[config.mk]
export PLATFORM = sky130hd
export DESIGN_NAME = json_string_unescape_utf8
export DESIGN_NICKNAME = d
export VERILOG_FILES = /design/src/sv/jsu_pkg.sv /design/src/sv/jsu_front.sv /design/src/sv/jsu_fifo.sv /design/src/sv/jsu_back.sv /design/src/sv/json_string_unescape_utf8.sv
export SDC_FILE = /design/constraint.sdc
export NUM_CORES = 1
export LEC_CHECK = 0
export BUFFER_PORTS_ARGS = -buffer_cell sky130_fd_sc_hd__buf_2
export CAP_MARGIN = 5
export CORE_AREA = 2 2 123 125
export DETAILED_ROUTE_END_ITERATION = 6
export DIE_AREA = 0 0 125 127
export GPL_ROUTABILITY_DRIVEN = 0
export GPL_TIMING_DRIVEN = 0
export MAX_ROUTING_LAYER = met4
export PLACE_DENSITY_LB_ADDON = 0.1
export SYNTH_ARGS = -nofsm -noshare
export SYNTH_HDL_FRONTEND = slang
export SYNTH_SLANG_ARGS = --single-unit
[constraint.sdc]
create_clock -name clk -period 5.6 [get_ports clk]
set_input_delay 0.28 -clock clk [delete_from_list [all_inputs] [get_ports clk]]
set_output_delay 0.28 -clock clk [all_outputs]
set_load 0.01 [all_outputs]
[src/sv/jsu_pkg.sv]
`default_nettype none
// ----------------------------------------------------------------------------
// jsu_pkg
// Shared types and constants for the JSON string unescaper: body phases,
// result kinds, error codes, the per-byte result record and hex decoding.
// ----------------------------------------------------------------------------
package jsu_pkg;

	// Where the decoder stands inside the string body.
	typedef enum logic [3:0] {
		PH_PLAIN  = 4'd0,
		PH_ESC    = 4'd1,
		PH_HEX1   = 4'd2,
		PH_WAITBS = 4'd3,
		PH_WAITU  = 4'd4,
		PH_HEX2   = 4'd5
	} phase_t;

	// Result kinds.
	localparam logic [1:0] KIND_DATA  = 2'd0;
	localparam logic [1:0] KIND_CLOSE = 2'd1;
	localparam logic [1:0] KIND_ERROR = 2'd2;

	// Error codes.
	localparam logic [2:0] ERR_BAD_ESC   = 3'd0;
	localparam logic [2:0] ERR_BAD_HEX   = 3'd1;
	localparam logic [2:0] ERR_UNP_HIGH  = 3'd2;
	localparam logic [2:0] ERR_UNP_LOW   = 3'd3;
	localparam logic [2:0] ERR_CTRL      = 3'd4;
	localparam logic [2:0] ERR_ESC_CUT   = 3'd5;
	localparam logic [2:0] ERR_UNI_CUT   = 3'd6;
	localparam logic [2:0] ERR_UNTERM    = 3'd7;

	// All results caused by one input byte, queued between front and back.
	typedef struct packed {
		logic [1:0]      kind;
		logic [2:0]      code;
		logic [1:0]      last_idx;
		logic [3:0][7:0] bytes;
	} rec_t;

	// Hex digit decode: bit 4 is set for a valid digit, bits 3:0 its value.
	function automatic logic [4:0] hex_digit(input logic [7:0] b);
		logic [4:0] r;
		r = 5'd0;
		if (b >= 8'h30 && b <= 8'h39) begin
			r = {1'b1, b[3:0]};
		end else if ((b >= 8'h61 && b <= 8'h66) || (b >= 8'h41 && b <= 8'h46)) begin
			r = {1'b1, b[3:0] + 4'd9};
		end
		return r;
	endfunction

endpackage
`default_nettype wire

[src/sv/jsu_front.sv]
`default_nettype none
// ----------------------------------------------------------------------------
// jsu_front
// Accepts raw body bytes, tracks escapes and surrogate pairs, and turns each
// byte into at most one record of up to four results for the output queue.
// ----------------------------------------------------------------------------
module jsu_front import jsu_pkg::*; (
	input  wire logic       clk,
	input  wire logic       arst_n,
	input  wire logic       in_valid,
	output logic            in_ready,
	input  wire logic [7:0] in_byte,
	input  wire logic       in_eoi,
	output logic            rec_valid,
	input  wire logic       rec_ready,
	output rec_t            rec
);

	phase_t      phase_q, phase_d;
	logic [15:0] acc_q, acc_d;
	logic [1:0]  cnt_q, cnt_d;
	logic [9:0]  hh_q, hh_d;

	logic        accept;
	logic [4:0]  hx;
	logic [15:0] acc_next;
	logic [20:0] cp;
	logic [2:0]  nd;
	logic [1:0]  ev;
	logic [2:0]  code;
	logic [3:0][7:0] by;

	// A byte is taken whenever the queue has room.
	assign in_ready = rec_ready;
	assign accept   = in_valid && in_ready;

	assign hx       = hex_digit(in_byte);
	assign acc_next = {acc_q[11:0], hx[3:0]};
	assign cp       = 21'h10000 + {1'b0, hh_q, acc_next[9:0]};

	// State register.
	always_ff @(posedge clk or negedge arst_n) begin
		if (!arst_n) begin
			phase_q <= PH_PLAIN;
			acc_q   <= 16'd0;
			cnt_q   <= 2'd0;
			hh_q    <= 10'd0;
		end else if (accept) begin
			phase_q <= phase_d;
			acc_q   <= acc_d;
			cnt_q   <= cnt_d;
			hh_q    <= hh_d;
		end
	end

	// Next state and the results of the current byte.
	always_comb begin
		phase_d = phase_q;
		acc_d   = acc_q;
		cnt_d   = cnt_q;
		hh_d    = hh_q;
		nd      = 3'd0;
		ev      = KIND_DATA;
		code    = ERR_BAD_ESC;
		by      = '0;
		case (phase_q)
			PH_ESC: begin
				phase_d = PH_PLAIN;
				nd = 3'd1;
				case (in_byte)
					8'h22: by[0] = 8'h22;
					8'h5C: by[0] = 8'h5C;
					8'h2F: by[0] = 8'h2F;
					8'h62: by[0] = 8'h08;
					8'h66: by[0] = 8'h0C;
					8'h6E: by[0] = 8'h0A;
					8'h72: by[0] = 8'h0D;
					8'h74: by[0] = 8'h09;
					8'h75: begin
						nd      = 3'd0;
						phase_d = PH_HEX1;
						acc_d   = 16'd0;
						cnt_d   = 2'd0;
					end
					default: begin
						nd   = 3'd0;
						ev   = KIND_ERROR;
						code = ERR_BAD_ESC;
					end
				endcase
			end
			PH_HEX1: begin
				if (!hx[4]) begin
					ev   = KIND_ERROR;
					code = ERR_BAD_HEX;
				end else begin
					acc_d = acc_next;
					if (cnt_q != 2'd3) begin
						cnt_d = cnt_q + 2'd1;
					end else begin
						cnt_d = 2'd0;
						if (acc_next[15:10] == 6'b110110) begin
							hh_d    = acc_next[9:0];
							phase_d = PH_WAITBS;
						end else if (acc_next[15:10] == 6'b110111) begin
							ev   = KIND_ERROR;
							code = ERR_UNP_LOW;
						end else begin
							phase_d = PH_PLAIN;
							if (acc_next < 16'h0080) begin
								nd    = 3'd1;
								by[0] = acc_next[7:0];
							end else if (acc_next < 16'h0800) begin
								nd    = 3'd2;
								by[0] = {3'b110, acc_next[10:6]};
								by[1] = {2'b10, acc_next[5:0]};
							end else begin
								nd    = 3'd3;
								by[0] = {4'b1110, acc_next[15:12]};
								by[1] = {2'b10, acc_next[11:6]};
								by[2] = {2'b10, acc_next[5:0]};
							end
						end
					end
				end
			end
			PH_WAITBS: begin
				if (in_byte == 8'h5C) begin
					phase_d = PH_WAITU;
				end else begin
					ev   = KIND_ERROR;
					code = ERR_UNP_HIGH;
				end
			end
			PH_WAITU: begin
				if (in_byte == 8'h75) begin
					phase_d = PH_HEX2;
					acc_d   = 16'd0;
					cnt_d   = 2'd0;
				end else begin
					ev   = KIND_ERROR;
					code = ERR_UNP_HIGH;
				end
			end
			PH_HEX2: begin
				if (!hx[4]) begin
					ev   = KIND_ERROR;
					code = ERR_UNP_HIGH;
				end else begin
					acc_d = acc_next;
					if (cnt_q != 2'd3) begin
						cnt_d = cnt_q + 2'd1;
					end else begin
						cnt_d = 2'd0;
						if (acc_next[15:10] == 6'b110111) begin
							phase_d = PH_PLAIN;
							nd      = 3'd4;
							by[0]   = {5'b11110, cp[20:18]};
							by[1]   = {2'b10, cp[17:12]};
							by[2]   = {2'b10, cp[11:6]};
							by[3]   = {2'b10, cp[5:0]};
						end else begin
							ev   = KIND_ERROR;
							code = ERR_UNP_HIGH;
						end
					end
				end
			end
			default: begin
				// Plain body; a phase code that cannot arise lands here too.
				phase_d = PH_PLAIN;
				if (in_byte == 8'h22) begin
					ev = KIND_CLOSE;
				end else if (in_byte == 8'h5C) begin
					phase_d = PH_ESC;
				end else if (in_byte < 8'h20) begin
					ev   = KIND_ERROR;
					code = ERR_CTRL;
				end else begin
					nd    = 3'd1;
					by[0] = in_byte;
				end
			end
		endcase

		// End of input with no other event: report where the body stands.
		if (ev == KIND_DATA && in_eoi) begin
			ev = KIND_ERROR;
			case (phase_d)
				PH_ESC:    code = ERR_ESC_CUT;
				PH_HEX1:   code = ERR_UNI_CUT;
				PH_WAITBS: code = ERR_UNP_HIGH;
				PH_WAITU:  code = ERR_UNP_HIGH;
				PH_HEX2:   code = ERR_UNP_HIGH;
				default:   code = ERR_UNTERM;
			endcase
		end

		// A close or an error starts a new body.
		if (ev != KIND_DATA) begin
			phase_d = PH_PLAIN;
			acc_d   = 16'd0;
			cnt_d   = 2'd0;
			hh_d    = 10'd0;
		end
	end

	// Record for the queue: one result for an event, otherwise the data bytes.
	always_comb begin
		rec.kind = ev;
		if (ev != KIND_DATA) begin
			rec.code     = (ev == KIND_ERROR) ? code : 3'd0;
			rec.last_idx = 2'd0;
			rec.bytes    = '0;
		end else begin
			rec.code     = 3'd0;
			rec.last_idx = nd[1:0] - 2'd1;
			rec.bytes    = by;
		end
	end

	assign rec_valid = in_valid && (ev != KIND_DATA || nd != 3'd0);

endmodule
`default_nettype wire

[src/sv/jsu_fifo.sv]
`default_nettype none
// ----------------------------------------------------------------------------
// jsu_fifo
// Short register queue of result records between the decoder front and the
// output sequencer.
// ----------------------------------------------------------------------------
module jsu_fifo import jsu_pkg::*; #(
	parameter int DEPTH = 4
) (
	input  wire logic clk,
	input  wire logic arst_n,
	input  wire logic push_valid,
	output logic      push_ready,
	input  wire rec_t push_rec,
	output logic      pop_valid,
	input  wire logic pop,
	output rec_t      pop_rec
);

	localparam int PW = (DEPTH > 1) ? $clog2(DEPTH) : 1;
	localparam int CW = $clog2(DEPTH + 1);

	rec_t          mem_q [DEPTH];
	logic [PW-1:0] wr_q, rd_q;
	logic [CW-1:0] cnt_q;
	logic          wr, rd;

	assign push_ready = (cnt_q != CW'(DEPTH));
	assign pop_valid  = (cnt_q != '0);
	assign pop_rec    = mem_q[rd_q];
	assign wr         = push_valid && push_ready;
	assign rd         = pop && pop_valid;

	// Storage.
	always_ff @(posedge clk) begin
		if (wr) begin
			mem_q[wr_q] <= push_rec;
		end
	end

	// Pointers and fill count.
	always_ff @(posedge clk or negedge arst_n) begin
		if (!arst_n) begin
			wr_q  <= '0;
			rd_q  <= '0;
			cnt_q <= '0;
		end else begin
			if (wr) begin
				wr_q <= (wr_q == PW'(DEPTH - 1)) ? '0 : wr_q + PW'(1);
			end
			if (rd) begin
				rd_q <= (rd_q == PW'(DEPTH - 1)) ? '0 : rd_q + PW'(1);
			end
			if (wr && !rd) begin
				cnt_q <= cnt_q + CW'(1);
			end else if (rd && !wr) begin
				cnt_q <= cnt_q - CW'(1);
			end
		end
	end

endmodule
`default_nettype wire

[src/sv/jsu_back.sv]
`default_nettype none
// ----------------------------------------------------------------------------
// jsu_back
// Walks the results of the record at the queue head one transfer at a time
// and marks the final result of each input byte.
// ----------------------------------------------------------------------------
module jsu_back import jsu_pkg::*; (
	input  wire logic        clk,
	input  wire logic        arst_n,
	input  wire logic        rec_valid,
	input  wire rec_t        rec,
	output logic             rec_pop,
	output logic             m_tvalid,
	input  wire logic        m_tready,
	output logic [15:0]      m_tdata,
	output logic [1:0]       m_tuser,
	output logic             m_tlast
);

	logic [1:0] idx_q;
	logic       take;
	logic       at_last;

	assign at_last  = (idx_q == rec.last_idx);
	assign take     = m_tvalid && m_tready;
	assign rec_pop  = take && at_last;

	assign m_tvalid = rec_valid;
	assign m_tdata  = {5'd0, rec.code, rec.bytes[idx_q]};
	assign m_tuser  = rec.kind;
	assign m_tlast  = at_last;

	// Result index within the head record.
	always_ff @(posedge clk or negedge arst_n) begin
		if (!arst_n) begin
			idx_q <= 2'd0;
		end else if (take) begin
			idx_q <= at_last ? 2'd0 : idx_q + 2'd1;
		end
	end

endmodule
`default_nettype wire

[src/sv/json_string_unescape_utf8.sv]
`default_nettype none
// A result is registered in the record queue before it is offered on the master side.
// Throughput: one input byte per cycle while the record queue has room; each result
// takes one output cycle while m_tready is high, so each UTF-8 byte of a \u escape is its own transfer.
// The record queue (FIFO_DEPTH entries) keeps input flowing while those bytes drain.
// Reset returns the decoder to the start of a string body and empties the queue.
// ----------------------------------------------------------------------------
// json_string_unescape_utf8
// JSON string body unescaper: raw body bytes in, UTF-8 bytes, string close
// and error results out.
// ----------------------------------------------------------------------------
module json_string_unescape_utf8 import jsu_pkg::*; #(
	parameter int FIFO_DEPTH = 4
) (
	input  wire logic        clk,
	input  wire logic        arst_n,
	input  wire logic        s_tvalid,
	output logic             s_tready,
	input  wire logic [7:0]  s_tdata,   // [7:0] in_byte
	input  wire logic        s_tlast,   // end_of_input
	output logic             m_tvalid,
	input  wire logic        m_tready,
	output logic [15:0]      m_tdata,   // [7:0] out_byte, [10:8] error_code
	output logic [1:0]       m_tuser,   // [1:0] out_kind
	output logic             m_tlast    // last_of_run
);

	logic f_valid, f_ready, q_valid, q_pop;
	rec_t f_rec, q_rec;

	// Decoder front.
	jsu_front u_front (
		.clk       (clk),
		.arst_n    (arst_n),
		.in_valid  (s_tvalid),
		.in_ready  (s_tready),
		.in_byte   (s_tdata),
		.in_eoi    (s_tlast),
		.rec_valid (f_valid),
		.rec_ready (f_ready),
		.rec       (f_rec)
	);

	// Record queue.
	jsu_fifo #(.DEPTH(FIFO_DEPTH)) u_fifo (
		.clk        (clk),
		.arst_n     (arst_n),
		.push_valid (f_valid),
		.push_ready (f_ready),
		.push_rec   (f_rec),
		.pop_valid  (q_valid),
		.pop        (q_pop),
		.pop_rec    (q_rec)
	);

	// Output sequencer.
	jsu_back u_back (
		.clk       (clk),
		.arst_n    (arst_n),
		.rec_valid (q_valid),
		.rec       (q_rec),
		.rec_pop   (q_pop),
		.m_tvalid  (m_tvalid),
		.m_tready  (m_tready),
		.m_tdata   (m_tdata),
		.m_tuser   (m_tuser),
		.m_tlast   (m_tlast)
	);

endmodule
`default_nettype wire
### After elaboration in Yosys (flattened, before gate mapping)

Memory sizes are Yosys's and may differ from the RTL's.
Index checks and enable logic that the tools add are counted.

* bits of input ports: 13
* bits in writable memories: 156
* memories: 1
* flip-flop bits (word level): 37
* word-level logic and storage cells: 194
* output and inout bits: 21

* multiplexer cells: 103
* magnitude comparators: 10
* add/sub/neg operators: 9
* equality and inequality tests: 30
* reduce and logical (&&, ||, !) cells: 33

Memory list
* u_fifo.mem_q: words 4, bits a word 39, rd ports 1, clocked after Yosys merged registers in 0, wr ports 1, line jsu_fifo.sv:23 `rec_t mem_q [DEPTH];`

Operators by type and width (number)
* $mux 24: 4
* $mux 32: 3
* $mux 3: 22
* $eq 8x7->1 const B: 7
* $mux 8: 7
* $pmux 7 s8: 1
* $mux 2: 26
* $mux 10: 5
* $mux 4: 11
* $mux 37: 1
* $mux 12: 3
* $pmux 16 s2: 1
* $pmux 8 s4: 1
* $pmux 12 s2: 1
* $add 17x20->21 const A: 1
* $pmux 4 s5: 1
* $bmux 8 s2: 1
* $eq 4x2->1 const B: 4
* $eq 4x3->1 const B: 4
* $eq 8x6->1 const B: 2
* $ge 8x7->1 const B: 2
* $le 8x7->1 const B: 2
* $lt 16x12->1 const B: 1
* $lt 16x8->1 const B: 1
* 37 further kinds: 73

### Logic depth before layout (Yosys ltp)

Gate-level depths: netlist of the first run.

* word-level depth: 21
* mapped depth: 19
* mapped depth without buffers: 18

### Cells and area by module

Synthesis of the first run repeated with hierarchy kept, for this count alone.

* cell total of the unflattened synthesis: 643
* area total of the unflattened synthesis: 9384.0 µm²

Modules (own cells, without submodules)
* jsu_fifo: cells each 241, area an instance 6114.6 µm², sequential area each 4859.7 µm², times used 1
* jsu_front: cells each 365, area an instance 2841.5 µm², sequential area each 700.7 µm², times used 1
* jsu_back: cells each 37, area an instance 427.9 µm², sequential area each 50.0 µm², times used 1

### Worst setup path before layout of the first run

No wires, ideal clock.

* kind: in2reg
* from: input port s_tdata[0]
* to: memory u_fifo.mem_q[3][0] (netlist name), enable pin
* stages on the path: 14
* arrival time: 3401 ps
* data required time: 5203 ps
* slack: 1803 ps
* buffers on the path: 1
* setup time: 397 ps
* path through: inv_1 > ha_1 > o21bai_4 > a2111oi_4 > a21o_1 > and4_1 > clkbuf_1 > o21ai_0 > o21ai_0 > nor2_1 > ha_1 > inv_1 > o31a_4 > and2_1

* word-level cells in the longest chain between the ends: 19
* elaborated cells between the ends (all ways): 58
* those cells by class: add/sub (1); order compare (9); eq/ne (9); mux (26); reduce/logical (13)

Ends and longest elaborated chain
* start: declaration: line json_string_unescape_utf8.sv:19 `input wire logic [7:0] s_tdata,`
* $ge 8x7->1 or $le 8x7->1 (tied branches): line jsu_pkg.sv:48 `end else if ((b >= 8'h61 && b <= 8'h66) || (b >= 8'h41 && b <= 8'h46)) begin`
* $logic_and 1x1->1: line jsu_pkg.sv:48
* $logic_or 1x1->1: line jsu_pkg.sv:48
* $mux 5: line jsu_pkg.sv:48
* $mux 5: line jsu_pkg.sv:46 `if (b >= 8'h30 && b <= 8'h39) begin`
* $lt 16x12->1: line jsu_front.sv:113 `end else if (acc_next < 16'h0800) begin`
* $mux 1: line jsu_front.sv:113
* $mux 3: line jsu_front.sv:110 `if (acc_next < 16'h0080) begin`
* [... 4 more ...]
* $pmux 3 s4: line jsu_front.sv:66 `case (phase_q)`
* $reduce_bool 3->1: line jsu_front.sv:222 `assign rec_valid = in_valid && (ev != KIND_DATA || nd != 3'd0);`
* $logic_or 1x1->1 (*): line jsu_front.sv:222
* $logic_and 1x1->1 (*): line jsu_front.sv:222
* $logic_and 1x1->1 (*): line jsu_fifo.sv:31 `assign wr = push_valid && push_ready;`
* via u_fifo.wr: line jsu_fifo.sv:26 `logic wr, rd;`
* $mux 1 (*): line jsu_fifo.sv:36 `if (wr) begin`
* $mux 1 (not written as such) (*): line jsu_fifo.sv:37 `mem_q[wr_q] <= push_rec;`
* end: declaration: line jsu_fifo.sv:23

Mark *: on every way through the listed nets, which the timed path passes. The rest lies on a longest branch.

### Worst setup path after layout of the first run

* from: register u_front.phase_q[2]
* to: register u_fifo.cnt_q[2]

* word-level cells in the longest chain between the ends: 12
* elaborated cells between the ends (all ways): 21
* those cells by class: eq/ne (5); mux (4); reduce/logical (12)

Ends and longest elaborated chain
* start: declaration: line jsu_front.sv:19 `phase_t phase_q, phase_d;`
* start signal: assignment: line jsu_front.sv:49 `phase_q <= phase_d;`
* $eq 4x3->1 (tied with other cells): line jsu_front.sv:66
* $pmux 2 s5: line jsu_front.sv:66
* $logic_not 2->1: line jsu_front.sv:187 `if (ev == KIND_DATA && in_eoi) begin`
* $logic_and 1x1->1: line jsu_front.sv:187
* $mux 2: line jsu_front.sv:187
* $reduce_bool 2->1: line jsu_front.sv:222
* $logic_or 1x1->1 (*): line jsu_front.sv:222
* $logic_and 1x1->1 (*): line jsu_front.sv:222
* $logic_and 1x1->1 (*): line jsu_fifo.sv:31
* via u_fifo.wr: line jsu_fifo.sv:26
* $logic_not 1->1: line jsu_fifo.sv:56 `end else if (rd && !wr) begin`
* $logic_and 1x1->1: line jsu_fifo.sv:56
* $reduce_bool 2->1 (no source line)
* end signal: assignment: line jsu_fifo.sv:55 `cnt_q <= cnt_q + CW'(1);`
* end signal: assignment: line jsu_fifo.sv:57 `cnt_q <= cnt_q - CW'(1);`
* end: declaration: line jsu_fifo.sv:25 `logic [CW-1:0] cnt_q;`

Marked as above.
A chain may end at the register's enable or synchronous reset.

==> out/metrics.yaml, run 1 <==
route:
  detail_route.wl_per_cell_um: 23.2
  ant_nets: 0
  first_pass_iters: 7
  dr.first_iter.drc_count: 672
  vias: 5490
  drc_errors: 0
  vias_per_cell: 6.61
  wl_um: 19200
grt:
  grt_pass1_wl_um: 30500
  grt_busiest_layer: "met2"
  overflow: 0
  use_met1: 0.354
  met2_usage: 0.410
  grt_antenna_before_repair: 0
  track_usage: 0.262
  grt_pass1_vias: 5469
  grt_start_max_net_pins: 38
  use_met3: 0.0394
cts:
  cts_tree: "done"
  cts_made_buffers: 17
  cts-resized-gates: 0
  cts.path.max_buffers: 2
  cts_hold_buf: 1
  post_cts_buffers: 0
  clk_pin_slew_ps: 60
  clkSinkCount: 181
  clk_latency_ps: 420
  root_buffer: "clkbuf_16"
  h-tree-depth: 4
sta:
  rsz0062_at_grt: "false"
  hold_viol_final: 0
  final_max_slew_viol_count: 0
  tightestPinTransition_ps: 1200
  fin_ws_ps: 1580
  fin_setup_tns_ps: 0
  relSlewSlack: 0.193
  setup_violations: 0
  clock.fmax_ghz: 0.249
  skew_ps: 8.82
  period_share: 0.717
  min_period_ps: 4020
synthesis:
  synth_seq_cells: 181
  avgSynthCellArea_sq_um: 14.8
  synth_area_sq_um: 8580
  ys.flop_type: "edfxtp_1"
  synth_cells: 580
  synth_top_area_frac: 0.504
  async_flop_share: 0.204
  synth_cell_types: 77
  synth_edf_count: 144
  synth_top_cell_by_area: "edfxtp_1"
  seq_area_frac_synth: 0.612
  yosys_warnings: 0
  synth_area_leaders: "edfxtp_1, mux4_2, dfrtp_1"
die:
  rows: 44
  initial_core_util: 0.595
  io_pins: 34
  core_sq_um: 14400
  die_area_sq_um: 15900
  die_x_um: 125
  die_h_um: 127
setup_path:
  start_kind: "flop"
  path_max_fanout: 10
  crit_type: "reg2reg"
  crit_arrival_ps: 4370
  worstPathRequired_ps: 5950
  cp-end-kind: "flop"
power_and_ir_drop:
  powerDensity_nw_per_um2: 428
  p_leak_nw: 3.49
  fin_total_pwr_mw: 4.12
  peakVddDrop_mv: 0.326
placed_design:
  placed_area_sq_um: 9040
  dp_hpwl_um: 13000
  portBuffers: 26
  dpl_worst_slack_ps: 1310
worst_hold_path:
  hold_path.class: "in2reg"
final_layout:
  layout-drive-gt1-share: 0.214
  nets: 661
  post-route-util: 0.666
  area_delta_synth_final_pct: 12.0
  final_common_cell: "edfxtp_1"
  layout_common_cells: "edfxtp_1, nor2_1, mux4_2, dfrtp_1, nand2_1"
  n_antenna_cell: 0
  nFillCells: 1043
  finalInstanceArea_sq_um: 9610
run:
  maxCapViolCount: 0
status:
  status: "finished, final reports clean"
-- critical path, cell delays in order, from the launching register on --
cell	delay [ps]
dfrtp_1	370
buf_2	170
nor4b_1	880
and4_1	300
clkbuf_1	300
o21ai_0	150
o21ai_0	160
nor2_1	70
ha_1	190
inv_1	80
o31a_4	200
ha_1	200
inv_1	60
fa_1	370
xor2_1	170
nor2_1	120
xor2_1	150
-- cell type report --
type / instances / area [sq um] / share of cell area
flip-flops and latches: 181 / 5250 / 0.546
multi-input cells: 353 / 3120 / 0.324
clock buffers: 19 / 433 / 0.0451
well taps: 184 / 230 / 0.0240
repair buffers: 31 / 220 / 0.0229
plain buffers: 40 / 193 / 0.0201
clock inverters: 12 / 128 / 0.0133
inverters: 10 / 37.5 / 0.00391
-- synth_stat cells (all sizes together) (11+ instances only) --
library cell / instances
a21oi: 22
a22o: 31
and2: 13
buf: 18
clkbuf: 22
dfrtp: 37
edfxtp: 144
ha: 13
mux4: 43
nand2: 36
nor2: 44
nor3: 11
o21ai: 16
-- cell families after synthesis --
kind of cell,synth area share
AO/OA/AOI/OAI,0.109
XOR/XNOR,0.00919
adder cells (fa/ha/maj),0.0213
buffers and inverters,0.0268
flip-flops,0.612
multiplexers,0.126
other,0.000437
AND/OR/NAND/NOR,0.0945
-- metrics by stage --
step	instances	hold slack, ps
final	830	221
after global routing	830	236
after CTS	830	210
after detailed placement	798	433
after global placement	794	415
after floorplan	584	-15.6
-- metal layers --
| layer | wire length, um | share of wire | vias up |
|---|---|---|---|
| li1 | - | - | 2411 |
| met1 | 8080 | 0.42 | 2772 |
| met2 | 9350 | 0.49 | 264 |
| met3 | 1170 | 0.061 | 43 |
| met4 | 642 | 0.033 | 0 |
| met5 | 0 | 0 | - |
-- flip-flops by register name, summed over array words and instances, names as in the netlist --
register         flops
u_back.idx_q         2
u_fifo.cnt_q         3
u_fifo.mem_q       144
u_fifo.rd_q          2
u_fifo.wr_q          2
u_front.acc_q       12
u_front.cnt_q        2
u_front.hh_q        10
u_front.phase_q      4
-- worst paths after layout --
kind | startpoint | to | slack (ps) | cells after the start
min in group asynchronous | arst_n | u_fifo.wr_q[0] | 490 | 2
worst min-delay path | m_tready | u_back.idx_q[0] | 220 | 3
worst min register to register | u_fifo.cnt_q[2] | u_fifo.cnt_q[2] | 500 | 1
max in group asynchronous | arst_n | u_front.acc_q[0] | 4570 | 2
worst max register to register | u_front.phase_q[2] | u_fifo.cnt_q[2] | 1580 | 16
worst max-delay path | u_front.phase_q[2] | u_fifo.cnt_q[2] | 1580 | 16
-- power by group --
| group | internal [mW] | switching [mW] | leakage, nW |
|---|---|---|---|
| clock | 0.656 | 0.495 | 0.276 |
| combinational | 0.562 | 0.649 | 1.32 |
| sequential | 1.69 | 0.0664 | 1.89 |
No activity file was read; power rests on OpenSTA's default activity.
==> run 2: changes to the inputs <==
Clock period 5.6 ns to 3.9 ns, I/O delays scaled along.
==> run 2 against run 1 <==
  * Critical path depth rose by 4
  * Combinational power up 44%
  * Flip-flop and latch count unchanged
  * Critical endpoint unchanged
  * Highest routed layer unchanged
==> out/metrics.yaml, run 2 (synthesis gave the netlist of run 1 again) <==
power_and_ir_drop:
  peakVddDrop_mv: 0.469
  p_leak_nw: 3.51
  powerDensity_nw_per_um2: 612
  fin_total_pwr_mw: 5.91
die:
  die_x_um: 125
  die_h_um: 127
  core_sq_um: 14400
  io_pins: 34
  rows: 44
  die_area_sq_um: 15900
  initial_core_util: 0.595
sta:
  period_share: 0.922
  final_max_slew_viol_count: 0
  skew_ps: 9.20
  fin_setup_tns_ps: 0
  tightestPinTransition_ps: 1000
  min_period_ps: 3600
  fin_ws_ps: 303
  relSlewSlack: 0.332
  setup_violations: 0
  hold_viol_final: 0
  clock.fmax_ghz: 0.278
cts:
  clkSinkCount: 181
  cts_made_buffers: 17
  root_buffer: "clkbuf_16"
  clk_latency_ps: 430
  h-tree-depth: 4
  cts.path.max_buffers: 2
  clk_pin_slew_ps: 60
  cts_tree: "done"
worst_hold_path:
  holdPathStages: 3
  hold_path.class: "in2reg"
  hp-start: "m_tready"
  whs_endpoint: "u_back.idx_q[0]"
final_layout:
  final_common_cell: "edfxtp_1"
  layout-drive-gt1-share: 0.220
  finalInstanceArea_sq_um: 9650
  fin_cells: 833
  nets: 664
  layout_common_cells: "edfxtp_1, nor2_1, mux4_2, dfrtp_1, nand2_1"
  max_flop_register: "u_fifo.mem_q"
  n_antenna_cell: 0
  largest_register_ffs: 144
  largestRegisters: "u_fifo.mem_q x144, u_front.acc_q x12, u_front.hh_q x10"
  area_delta_synth_final_pct: 12.5
route:
  vias_per_cell: 6.60
  wl_um: 19300
  first_pass_iters: 5
  detail_route.wl_per_cell_um: 23.1
  vias: 5494
  ant_nets: 0
  dr.first_iter.drc_count: 670
  drc_errors: 0
setup_path:
  path_max_fanout: 9
  reg2reg_from: "u_front.phase_q[3]"
  cp-end-kind: "flop"
  start_kind: "input pin"
  r2r-end: "u_fifo.cnt_q[1]"
  crit_arrival_ps: 3950
  r2r_cells: 14
  worstPathCellList: "buf_2, inv_1, ha_1, o21bai_4, a2111oi_4, a21o_1, and4_1, clkbuf_1, o21ai_0, o21ai_0, nor2_1, ha_1, inv_1, o31a_4, ha_1, inv_1, fa_1, xor2_1, nor2_1, xor2_1"
  rrSetupSlack_ps: 390
  crit_type: "in2reg"
  worstPathRequired_ps: 4250
  slowest_delay_ps: 400
  cpMaxStageDelayCell: "a2111oi_4"
grt:
  grt_antenna_before_repair: 0
  grt_pass1_vias: 5471
  grt_pass1_wl_um: 30500
  track_usage: 0.262
  grt_start_max_net_pins: 38
  overflow: 0
placed_design:
  dpl_worst_slack_ps: -308
  placed_area_sq_um: 9040
  portBuffers: 26
  dp.cells: 798
  dp_hpwl_um: 13000
status:
  status: "finished, final reports clean"
run:
  maxCapViolCount: 0
run 2: cell types whose count changed in the layout (fill, tap and decap cells not counted), sizes merged:
cell / previous run / this run
buf: 48 / 51
run 2: critical path: cells and delay by family:
family,cells,cell delay [ps]
compound gates,6,1310
fa+ha+maj,4,1030
buf+inv,5,670
simple gates,3,420
xor+xnor,2,320
run 2: how the worst max path moves through the flow:
stage	from	to	slack (ps)	depth (start not counted)
finish	s_tdata[0]	u_fifo.cnt_q[2]	300	20
CTS	u_front.acc_q[6]	u_fifo.cnt_q[1]	110	11
global route	s_tdata[0]	u_fifo.cnt_q[2]	-20	20
global placement	s_tdata[0]	u_fifo.mem_q[1][38]	-1190	15
detailed placement	s_tdata[0]	u_fifo.cnt_q[2]	-310	20
floorplan	s_tdata[0]	u_fifo.mem_q[3][0]	190	14
run 2: layout make-up:
type                    instances  area, sq um
fillers                      1040         4770
inverters                      10         37.5
clock buffers                  19          433
plain buffers                  40          193
multi-input cells             353         3140
clock inverters                12          128
repair buffers                 34          243
flip-flops and latches        181         5250
well taps                     184          230
run 2: layer usage:
layer  vias to the layer above  routed length, um  global-route usage
met5                         -                  0                   -
met4                         0                626               0.104
met3                        44               1230              0.0394
met2                       284               9400               0.410
met1                      2751               8020               0.354
li1                       2415                  -                   -
run 2: report_power, final:
part | internal [mW] | leakage (nW) | switching [mW]
Clock | 0.941 | 0.276 | 0.712
Combinational | 0.808 | 1.34 | 0.930
Sequential | 2.42 | 1.89 | 0.0955
run 2: metrics by stage:
step / utilization / hold WS, ps
6_report: 0.669 / 135
5_1_grt: 0.669 / 151
4_1_cts: 0.667 / 125
3_5_place_dp: 0.627 / 348
3_3_place_gp: 0.621 / 330
2_1_floorplan: - / -101
run 2: timing repair:
item / in CTS / in global routing
endpoints found under the hold margin: 37 / 0
pin swaps: 0 / 1
setup buffers: 0 / 3
hold buffers: 1 / 0
gates resized for setup: 1 / 2
setup endpoints to repair: 2 / 2
==> run 3: changes to the inputs <==
Settings changed: PLACE_DENSITY set to 0.77, PLACE_DENSITY_LB_ADDON 0.1 to unset.
==> run 3 against run 2 <==
  * First-iteration DRC count up 16%
  * Total power rose by 0.90%
  * Hold slack worse by 10 ps
  * Sequential power about the same
  * Count of clock-buffer cells in the layout rose by 5
  * Routed wire length is 1.2% higher
  * Non-clock buffer count fell by 1
  * Clock power grew 4%
  * Sequential share of layout area is 0.11 points lower
  * Largest power group unchanged
==> out/metrics.yaml, run 3 (synthesis gave the netlist of run 1 again) <==
status:
  status: "finished, final reports clean"
placed_design:
  dpl_worst_slack_ps: -410
  dp.cells: 798
  dp_hpwl_um: 13100
  portBuffers: 26
die:
  initial_core_util: 0.595
  die_h_um: 127
  die_x_um: 125
  rows: 44
  io_pins: 34
  die_area_sq_um: 15900
  core_sq_um: 14400
route:
  drc_errors: 0
  dr.first_iter.drc_count: 777
  wl_um: 19500
  first_pass_iters: 7
  vias_per_cell: 6.71
  ant_nets: 0
  vias: 5588
  detail_route.wl_per_cell_um: 23.4
cts:
  clk_pin_slew_ps: 60
  clk_latency_ps: 430
  cts.path.max_buffers: 2
  cts_made_buffers: 17
  h-tree-depth: 4
  root_buffer: "clkbuf_16"
  cts_tree: "done"
  clkSinkCount: 181
final_layout:
  area_delta_synth_final_pct: 12.7
  fin_cells: 833
  multi_input_area_sq_um: 3130
  nets: 663
  n_antenna_cell: 0
  post-route-util: 0.671
  final_common_cell: "edfxtp_1"
  largest_register_ffs: 144
  nFillCells: 994
  layout_common_cells: "edfxtp_1, nor2_1, mux4_2, dfrtp_1, nand2_1"
  max_flop_register: "u_fifo.mem_q"
  layout.area.seq_sq_um: 5250
  largestRegisters: "u_fifo.mem_q x144, u_front.acc_q x12, u_front.hh_q x10"
  layout-drive-gt1-share: 0.227
worst_hold_path:
  hold_path.class: "in2reg"
sta:
  period_share: 0.923
  relSlewSlack: 0.354
  tightestPinTransition_ps: 969
  clock.fmax_ghz: 0.278
  min_period_ps: 3600
  fin_ws_ps: 300
  final_max_slew_viol_count: 0
  hold_viol_final: 0
  rsz0062_at_grt: "false"
  fin_setup_tns_ps: 0
  setup_violations: 0
  skew_ps: 9.93
setup_path:
  cpMaxStageDelayCell: "fa_1"
  crit_arrival_ps: 3950
  start_kind: "input pin"
  crit_type: "in2reg"
  worstPathRequired_ps: 4250
  cp-end-kind: "flop"
  worstPathCellList: "buf_2, inv_1, ha_1, o21bai_4, a2111oi_4, buf_4, a21o_1, and4_4, o21ai_0, o21ai_0, nor2_1, ha_1, inv_1, o31a_4, ha_1, inv_1, fa_1, xor2_1, nor2_1, xor2_1"
  path_max_fanout: 9
  slowest_delay_ps: 370
run:
  maxCapViolCount: 0
grt:
  grt_pass1_wl_um: 30600
  track_usage: 0.262
  overflow: 0
  grt_pass1_vias: 5477
  grt_antenna_before_repair: 0
  grt_start_max_net_pins: 38
power_and_ir_drop:
  peakVddDrop_mv: 0.325
  p_leak_nw: 3.53
  powerDensity_nw_per_um2: 617
## run 3: cell count changes in the layout (fill, tap and decap cells not counted), sizes merged
cell	delta
clkinv	-2
clkbuf	+4
inv	-2
## run 3: what timing repair did
item                                   in CTS  in global routing
setup buffers                               0                  3
cloned                                      0                  0
endpoints found under the hold margin      37                  0
resized for setup                           1                  3
hold buffers                                1                  0
pin swaps                                   1                  1
setup endpoints to repair                   2                101
## run 3: final cells by class
class                   count  area share
flip-flops and latches    181       0.543
clock buffers              24      0.0508
inverters                  10     0.00388
multi-input cells         353       0.324
repair buffers             34      0.0251
plain buffers              39      0.0195
well taps                 184      0.0238
clock inverters             8      0.0101
## run 3: per-stage QoR
| step | power [mW] | area (sq um) | hold slack (ps) |
|---|---|---|---|
| floorplan | 3.74 | 8590 | -101 |
| global placement | 4.22 | 8950 | 327 |
| detailed placement | 4.32 | 9040 | 347 |
| CTS | 6.01 | 9640 | 117 |
| global route | 6.22 | 9670 | 159 |
| finish | 5.96 | 9670 | 125 |
## run 3: report_power, final
part           internal, mW  switching, mW
Sequential             2.42         0.0980
Clock                  1.01          0.701
Combinational         0.806          0.923
Total                  4.24           1.72
## run 3: worst max-delay path: cells and delay by family
kind            cells  cell delay [ps]
compound gates      6             1200
buf+inv             5              610
simple gates        3              540
fa+ha+maj           4             1060
xor+xnor            2              330
## run 3: worst paths after layout
check                                      to  slack [ps]          startpoint  cells past startpoint
setup reg to reg              u_fifo.cnt_q[1]         450  u_front.phase_q[3]                     14
hold / removal                u_back.idx_q[0]         130            m_tready                      3
hold reg to reg               u_fifo.cnt_q[2]         510     u_fifo.cnt_q[2]                      1
min in group asynchronous  u_front.phase_q[1]         410              arst_n                      2
max in group asynchronous     u_front.hh_q[4]        2950              arst_n                      2
setup / recovery              u_fifo.cnt_q[2]         300          s_tdata[0]                     20
## run 3: per-layer routing
metal,part of all wire,track usage,wire [um],up-vias
li1,-,-,-,2416
met1,0.41,0.341,7920,2836
met2,0.49,0.413,9570,275
met3,0.066,0.0494,1290,61
met4,0.038,0.111,733,0
met5,0,-,0,-
